[src/rtl/core/utc_date_to_ptp_timestamp_defines.svh]
// ----------------------------------------------------------------------------
// UTC date to PTP timestamp - assertion macros
// Shared property shorthands on clk and arst_n for the converter pipeline.
// ----------------------------------------------------------------------------
`ifndef UTC_DATE_TO_PTP_TIMESTAMP_DEFINES_SVH
`define UTC_DATE_TO_PTP_TIMESTAMP_DEFINES_SVH

// same-cycle implication
`define UTCPTP_ASSERT_IMP(lbl, ante, cons, msg) \
	lbl: assert property (@(posedge clk) disable iff (!arst_n) (ante) |-> (cons)) \
		else $error(msg);

// next-cycle implication
`define UTCPTP_ASSERT_NXT(lbl, ante, cons, msg) \
	lbl: assert property (@(posedge clk) disable iff (!arst_n) (ante) |=> (cons)) \
		else $error(msg);

`endif

[src/rtl/core/utcptp_pkg.sv]
// ----------------------------------------------------------------------------
// UTC date to PTP timestamp - package
// Request and result types, calendar constants and the month-day table.
// ----------------------------------------------------------------------------
package utcptp_pkg;

	typedef struct packed {
		logic        time_ok_flag;
		logic        date_ok_flag;
		logic [15:0] cal_year;
		logic [7:0]  cal_month;
		logic [7:0]  cal_day;
		logic [7:0]  utc_hour;
		logic [7:0]  utc_minute;
		logic [7:0]  utc_second;
		logic [6:0]  hundredths;
	} in_req_t;

	typedef struct packed {
		logic        conv_ok;
		logic [47:0] ptp_secs;
		logic [29:0] ptp_nsec;
	} out_res_t;

	localparam int ADDR_W = 3;
	localparam logic [0:0] REG_TAI_OFFSET = 1'b0;
	localparam logic [7:0] TAI_OFFSET_RESET = 8'd37;

	localparam logic [15:0] EPOCH_YEAR = 16'd1970;
	// leap years in 1..1969
	localparam logic [24:0] LEAPS_BEFORE_EPOCH = 25'd477;
	localparam logic [16:0] SECS_PER_DAY = 17'd86400;
	localparam logic [16:0] SECS_PER_HOUR = 17'd3600;
	localparam logic [16:0] SECS_PER_MIN = 17'd60;
	localparam logic [29:0] NSEC_PER_HUNDREDTH = 30'd10000000;
	localparam logic [8:0] DAYS_PER_YEAR = 9'd365;

	// x/25 = (x * RECIP25) >> RECIP_SHIFT, exact for x below 2^14
	localparam logic [12:0] RECIP25 = 13'd5243;
	localparam int RECIP_SHIFT = 17;
	localparam logic [4:0] DIV25 = 5'd25;

	// days before the first of the given month, non-leap year
	function automatic logic [8:0] cum_days(input logic [3:0] month);
		logic [8:0] d;
		unique case (month)
			4'd1:    d = 9'd0;
			4'd2:    d = 9'd31;
			4'd3:    d = 9'd59;
			4'd4:    d = 9'd90;
			4'd5:    d = 9'd120;
			4'd6:    d = 9'd151;
			4'd7:    d = 9'd181;
			4'd8:    d = 9'd212;
			4'd9:    d = 9'd243;
			4'd10:   d = 9'd273;
			4'd11:   d = 9'd304;
			4'd12:   d = 9'd334;
			default: d = 9'd0;
		endcase
		return d;
	endfunction

endpackage

[src/rtl/core/utc_date_to_ptp_timestamp.sv]
// ----------------------------------------------------------------------------
// UTC date to PTP timestamp
// Turns a UTC calendar reading into TAI seconds and nanoseconds since 1970.
// ----------------------------------------------------------------------------
// Accepts one request per clock while in_stall is low and returns exactly
// one result per request, in order. The four register stages are: range
// checks and the divide-by-25 reciprocal products, the day count, the
// day-to-seconds multiply, and the final sum with the TAI offset in the
// output register. Bubbles collapse, so a stall at the output only pushes
// back on the input once every stage is full. Rejected readings (flag
// clear, field out of range, or the epoch instant itself) give conv_ok
// low with zero seconds and nanoseconds. The TAI offset sits at byte
// address 0 of the APB port and resets to 37.
`include "utc_date_to_ptp_timestamp_defines.svh"

module utc_date_to_ptp_timestamp (
	input  logic                          clk,
	input  logic                          arst_n,
	input  logic                          in_valid,
	output logic                          in_stall,
	input  utcptp_pkg::in_req_t           in_req,
	output logic                          out_valid,
	input  logic                          out_stall,
	output utcptp_pkg::out_res_t          out_res,
	input  logic                          psel,
	input  logic                          penable,
	input  logic                          pwrite,
	input  logic [utcptp_pkg::ADDR_W-1:0] paddr,
	input  logic [31:0]                   pwdata,
	output logic [31:0]                   prdata,
	output logic                          pready
);

	// configuration
	logic [7:0] tai_offset_q;

	assign pready = 1'b1;

	always_ff @(posedge clk or negedge arst_n) begin
		if (!arst_n) begin
			tai_offset_q <= utcptp_pkg::TAI_OFFSET_RESET;
		end else if (psel && penable && pwrite &&
		             paddr[2] == utcptp_pkg::REG_TAI_OFFSET) begin
			tai_offset_q <= pwdata[7:0];
		end
	end

	always_comb begin
		prdata = 32'd0;
		if (paddr[2] == utcptp_pkg::REG_TAI_OFFSET) begin
			prdata = {24'd0, tai_offset_q};
		end
	end

	// flow control
	logic v_s1, v_s2, v_s3;
	logic en_s1, en_s2, en_s3, en_s4;

	assign en_s4    = !out_valid || !out_stall;
	assign en_s3    = !v_s3 || en_s4;
	assign en_s2    = !v_s2 || en_s3;
	assign en_s1    = !v_s1 || en_s2;
	assign in_stall = !en_s1;

	always_ff @(posedge clk or negedge arst_n) begin
		if (!arst_n) begin
			v_s1      <= 1'b0;
			v_s2      <= 1'b0;
			v_s3      <= 1'b0;
			out_valid <= 1'b0;
		end else begin
			if (en_s1) begin
				v_s1 <= in_valid;
			end
			if (en_s2) begin
				v_s2 <= v_s1;
			end
			if (en_s3) begin
				v_s3 <= v_s2;
			end
			if (en_s4) begin
				out_valid <= v_s3;
			end
		end
	end

	// stage 1: checks, month offset, time of day, nanoseconds, reciprocal products
	logic        ok_c1;
	logic [16:0] tod_c1;
	logic [8:0]  mday_c1;
	logic [15:0] yn_c1;

	logic        ok_s1;
	logic [15:0] year_s1;
	logic        mgt2_s1;
	logic [8:0]  mday_s1;
	logic [16:0] tod_s1;
	logic [29:0] nsec_s1;
	logic [26:0] pyn4_s1;
	logic [24:0] pyn16_s1;
	logic [26:0] py4_s1;
	logic [24:0] py16_s1;

	always_comb begin
		ok_c1 = in_req.time_ok_flag && in_req.date_ok_flag &&
		        in_req.cal_year >= utcptp_pkg::EPOCH_YEAR &&
		        in_req.cal_month >= 8'd1 && in_req.cal_month <= 8'd12 &&
		        in_req.cal_day >= 8'd1 && in_req.cal_day <= 8'd31 &&
		        in_req.utc_hour <= 8'd23 && in_req.utc_minute <= 8'd59 &&
		        in_req.utc_second <= 8'd59 && in_req.hundredths <= 7'd99;
		tod_c1 = 17'(17'(in_req.utc_hour[4:0]) * utcptp_pkg::SECS_PER_HOUR) +
		         17'(17'(in_req.utc_minute[5:0]) * utcptp_pkg::SECS_PER_MIN) +
		         17'(in_req.utc_second[5:0]);
		mday_c1 = utcptp_pkg::cum_days(in_req.cal_month[3:0]) +
		          9'(in_req.cal_day[4:0]) - 9'd1;
		yn_c1 = in_req.cal_year - 16'd1;
	end

	always_ff @(posedge clk) begin
		if (en_s1) begin
			ok_s1    <= ok_c1;
			year_s1  <= in_req.cal_year;
			mgt2_s1  <= in_req.cal_month > 8'd2;
			mday_s1  <= mday_c1;
			tod_s1   <= tod_c1;
			nsec_s1  <= 30'(30'(in_req.hundredths) * utcptp_pkg::NSEC_PER_HUNDREDTH);
			pyn4_s1  <= 27'(yn_c1[15:2]) * 27'(utcptp_pkg::RECIP25);
			pyn16_s1 <= 25'(yn_c1[15:4]) * 25'(utcptp_pkg::RECIP25);
			py4_s1   <= 27'(in_req.cal_year[15:2]) * 27'(utcptp_pkg::RECIP25);
			py16_s1  <= 25'(in_req.cal_year[15:4]) * 25'(utcptp_pkg::RECIP25);
		end
	end

	// stage 2: days since the epoch
	logic [9:0]  q100_c2;
	logic [7:0]  q400_c2;
	logic [9:0]  qa_c2;
	logic [7:0]  qb_c2;
	logic [15:0] yn_c2;
	logic        leap_c2;
	logic [24:0] days_c2;

	logic        ok_s2;
	logic [24:0] days_s2;
	logic [16:0] tod_s2;
	logic [29:0] nsec_s2;

	always_comb begin
		yn_c2   = year_s1 - 16'd1;
		q100_c2 = pyn4_s1[utcptp_pkg::RECIP_SHIFT +: 10];
		q400_c2 = pyn16_s1[utcptp_pkg::RECIP_SHIFT +: 8];
		qa_c2   = py4_s1[utcptp_pkg::RECIP_SHIFT +: 10];
		qb_c2   = py16_s1[utcptp_pkg::RECIP_SHIFT +: 8];
		// divisible by 4, and not by 100 unless by 400
		leap_c2 = (year_s1[1:0] == 2'd0) &&
		          ((14'(year_s1[15:2]) != 14'(qa_c2) * 14'(utcptp_pkg::DIV25)) ||
		           ((year_s1[3:0] == 4'd0) &&
		            (12'(year_s1[15:4]) == 12'(qb_c2) * 12'(utcptp_pkg::DIV25))));
		days_c2 = 25'(25'(year_s1 - utcptp_pkg::EPOCH_YEAR) *
		              25'(utcptp_pkg::DAYS_PER_YEAR)) +
		          25'(yn_c2[15:2]) - 25'(q100_c2) + 25'(q400_c2) -
		          utcptp_pkg::LEAPS_BEFORE_EPOCH + 25'(mday_s1) +
		          25'(mgt2_s1 && leap_c2);
	end

	always_ff @(posedge clk) begin
		if (en_s2) begin
			ok_s2   <= ok_s1;
			days_s2 <= days_c2;
			tod_s2  <= tod_s1;
			nsec_s2 <= nsec_s1;
		end
	end

	// stage 3: days to seconds; the epoch instant itself is rejected
	logic        ok_s3;
	logic [41:0] dsec_s3;
	logic [16:0] tod_s3;
	logic [29:0] nsec_s3;

	always_ff @(posedge clk) begin
		if (en_s3) begin
			ok_s3   <= ok_s2 && !(days_s2 == 25'd0 && tod_s2 == 17'd0);
			dsec_s3 <= 42'(days_s2) * 42'(utcptp_pkg::SECS_PER_DAY);
			tod_s3  <= tod_s2;
			nsec_s3 <= nsec_s2;
		end
	end

	// stage 4: TAI seconds into the output register
	logic [47:0] secs_c4;

	assign secs_c4 = 48'(dsec_s3) + 48'(tod_s3) + 48'(tai_offset_q);

	always_ff @(posedge clk) begin
		if (en_s4) begin
			out_res.conv_ok  <= ok_s3;
			out_res.ptp_secs <= ok_s3 ? secs_c4 : 48'd0;
			out_res.ptp_nsec <= ok_s3 ? nsec_s3 : 30'd0;
		end
	end

	`UTCPTP_ASSERT_IMP(a_reject_zero, out_valid && !out_res.conv_ok, out_res.ptp_secs == 48'd0 && out_res.ptp_nsec == 30'd0, "rejected result carries a non-zero timestamp")
	`UTCPTP_ASSERT_IMP(a_accept_nonzero, out_valid && out_res.conv_ok, out_res.ptp_secs != 48'd0 && out_res.ptp_nsec <= 30'd990000000, "accepted result out of range")
	`UTCPTP_ASSERT_IMP(a_full_backpressure, v_s1 && v_s2 && v_s3 && out_valid && out_stall, in_stall, "full pipeline took a request under stall")
	`UTCPTP_ASSERT_NXT(a_stage_advance, v_s3 && en_s4, out_valid, "result lost between last stage and output")

endmodule
[config.mk]
export PLATFORM = sky130hd
export DESIGN_NAME = utc_date_to_ptp_timestamp
export DESIGN_NICKNAME = d
export VERILOG_FILES = /design/src/rtl/core/utcptp_pkg.sv /design/src/rtl/core/utc_date_to_ptp_timestamp.sv
export VERILOG_INCLUDE_DIRS = /design/src /design/src/rtl/core
export SDC_FILE = /design/constraint.sdc
export NUM_CORES = 2
export LEC_CHECK = 0
export BUFFER_PORTS_ARGS = -buffer_cell sky130_fd_sc_hd__buf_4
export CAP_MARGIN = 20
export CORE_MARGIN = 10
export CORE_UTILIZATION = 50
export CTS_CLUSTER_SIZE = 30
export DETAILED_ROUTE_END_ITERATION = 7
export PLACE_DENSITY = 0.7
export SLEW_MARGIN = 40
export SYNTH_ARGS = -nofsm -noshare
export SYNTH_HDL_FRONTEND = slang
export SYNTH_SLANG_ARGS = --single-unit
[constraint.sdc]
create_clock -name clk -period 7.5 [get_ports clk]
set_input_delay 0 -clock clk [delete_from_list [all_inputs] [get_ports clk]]
set_output_delay 0 -clock clk [all_outputs]
set_load 0.005 [all_outputs]
==> flow_summary_export.csv <==
group,metric,value,unit
floorplanning,start_util,0.5070,
worst_setup_path,crit_top_cell,"ha_4",
flow_run,drv_cap,0,
worst_setup_path,crit_family,"adder cells",
worst_setup_path,worstPathArrival,7920,ps
sta,rsz0062_at_grt,"true",
yosys,synth_area,39470,um2
finish,stdcell_count,5043,
worst_setup_path,worstSetupPathType,"flop to flop",
place,globalplace.congestion,0.9019,
sta,fmax,131.0,MHz
sta,hold-worst-slack,-0.2652,ps
route,vias,25062,
yosys,ys_seq_elements,324,
status,violations,"negative hold slack, negative setup slack",
cts,clk_latency,550,ps
finish,final_common_cell,"inv_1",
finish,area_delta_synth_final,11.96,%
sta,maxSlewHeadroom,0.5175,
place,place_area,42240,um2
worst_setup_path,worst_path_max_delay_cell,"fa_1",
worst_setup_path,critPathRequiredTime,7790,ps
sta,tightest_slew,718.5,ps
worst_setup_path,cp-end-kind,"flop",
route,wirelength,77.16,mm
cts,cts_buffers,36,
finish,multi_input_area,26410,um2
route,drtIter0Drc,941,
floorplanning,io_pins,221,
global_route,grt_pass1_vias,26346,
status,status,"finished, violations left",
cts,h-tree-depth,2,
sta,timing.final.ws_setup,-132.8,ps
cts,cts_tree,"done",
worst_setup_path,crit_path_start_kind,"flop",
worst_setup_path,regToRegSetupSlack,-130,ps
yosys,synth_edf_count,312,
min_path,worstHoldPathType,"input pin to flop",
finish,ff_latch_area,9673,um2
finish,drive_above_1_share,0.09118,
yosys,ys_seq_area_frac,0.2451,
yosys,synthCells,3696,
worst_setup_path,cp_max_fo,3,
sta,post-route-min-period,7633,ps
yosys,yosys-top-cells-area,"ha_1 25%, edfxtp_1 24%, fa_1 22%, inv_1 8.7%, xnor2_1 3.6%",
yosys,yosys_warnings,0,
worst_setup_path,critPathBufInv,4,
place,portBuffers,157,
finish,antennaDiodeCount,0,
finish,fin_nets,5293,
sta,fin_crit_sh,1.018,
cts,clkSinkCount,324,
worst_setup_path,cp_slowest_stage_delay,550,ps
floorplanning,dieArea,90580,um2
place,hpwlAfterDp,65.01,mm
yosys,async_flop_share,0.03704,
yosys,yosys_most_used_dff,"edfxtp_1",
sta,finClkSkew,22.86,ps
yosys,netlist.area_leader.share,0.2482,
route,viasPerCell,4.970,
finish,fill_cells,6569,
yosys,postSynthAreaPerCell,10.68,um2
yosys,synth.distinct_cells,80,
cts,clk_pin_slew,60,ps
global_route,grt_overflow_total,0,
route,ant_nets,0,
sta,hold_viol,1,
yosys,synth_top_area_cell,"ha_1",
global_route,grt_pass1_wl,129.7,mm
global_route,grt_use_total,0.1736,
global_route,antenna_found_initial,0,
place,dp_cells,4927,
floorplanning,core,77850,um2
finish,layout_common_cells,"917 x inv_1, 770 x ha_1, 424 x fa_1, 312 x edfxtp_1, 224 x buf_4",
floorplanning,die_h,301.0,um
finish,design_area,44190,um2
floorplanning,row_count,102,
route,dr.pass1.iters,4,
sta,finalSetupViolCount,2,
cts,cts_root_buffer,"clkbuf_16",
cts,ctsLongestPathBuffers,3,
floorplanning,die_w,301.0,um
route,drc_errors,0,
route,wl_per_cell,15.30,um
global_route,grt_max_degree,69,
sta,finalMaxSlewViolations,0,
state kept, by name (all words and copies together) (netlist names), 8 cells and up:
| signal | cells |
|---|---|
| tai_offset_q | 8 |
| dsec_s3 | 35 |
| year_s1 | 16 |
| tod_s1 | 17 |
| tod_s3 | 17 |
| days_s2 | 25 |
| py4_s1 | 10 |
| nsec_s3 | 23 |
| tod_s2 | 17 |
| pyn16_s1 | 8 |
| out_res | 67 |
| py16_s1 | 8 |
| pyn4_s1 | 10 |
| mday_s1 | 9 |
| nsec_s1 | 23 |
| nsec_s2 | 23 |
through the flow:
step | setup slack (ps) | utilization | hold slack (ps) | TNS [ps]
2_1_floorplan | 9.546 | - | -295.6 | 0
3_3_place_gp | -500.2 | 0.5423 | -152.8 | -2813
3_5_place_dp | -597.1 | 0.5426 | -149.9 | -3639
4_1_cts | -87.55 | 0.5661 | 8.935 | -120.6
5_1_grt | -462.6 | 0.5676 | 25.04 | -2546
6_report | -132.8 | 0.5676 | -0.2652 | -257.9
cells by family after synthesis:
logic type,synth area share
adders and majority gates,0.4643
buffers and inverters,0.09754
and+or+nand+nor,0.06311
AOI/OAI and AO/OA,0.06958
DFF,0.2451
xor gates and xnor gates,0.05303
muxes,0.007196
other,0.0001903
Yosys cell counts, types with 15 or more instances:
cell type	instances
mux2i_1	16
a21o_1	63
o21ai_0	68
inv_1	919
xnor2_1	164
o21bai_1	27
nand3_1	39
nor2b_1	25
fa_1	426
nand2_1	101
a31oi_1	15
o21a_1	19
or3_1	18
ha_1	783
and2_1	37
a21oi_1	139
and3_1	22
nand2b_1	24
nor2_1	103
nor3_1	38
edfxtp_1	312
xor2_1	75
buf_4	37
nor4_1	20
clkbuf_1	28
nand4_1	25
repair_timing:
item	4_1_cts	5_1_grt
hold buffers	45	0
hold endpoints to repair	50	0
pin swaps	32	23
resized for setup	25	24
setup endpoints to repair	10	13
buffers inserted	6	1
routing by layer:
layer	GRT usage	vias to the layer above	routed length, um
li1	-	12632	-
met1	0.2125	11979	33550
met2	0.3177	332	39240
met3	0.01969	119	2232
met4	0.04870	0	2149
met5	0	-	0
worst reg2reg max path, delay by kind of cell (launching register included):
family	cells	cell delay, ps
fa+ha+maj	12	3750
compound gates	12	2270
buf+inv	4	440
flops	1	410
simple gates	2	370
xor+xnor	1	160
layout make-up:
cell class,instances,share of cell area
timing repair buffer,276,0.05023
clock buffer,43,0.02121
sequential,324,0.2189
multi-input combinational,2419,0.5975
tap,1040,0.02945
clock inverter,21,0.004558
inverter,920,0.07814
final timing paths:
path                       startpoint         endpoint  cells past startpoint
max                        py4_s1[20]      days_s2[18]                     31
min                         out_stall        out_valid                      4
max reg2reg                py4_s1[20]      days_s2[18]                     31
min reg2reg                tod_s1[16]       tod_s2[16]                      0
max in group asynchronous      arst_n        out_valid                      4
min in group asynchronous      arst_n  tai_offset_q[2]                      3
Power is not shown: default switching activity piles up to over one toggle a cycle in this logic, so the estimate is an artifact.
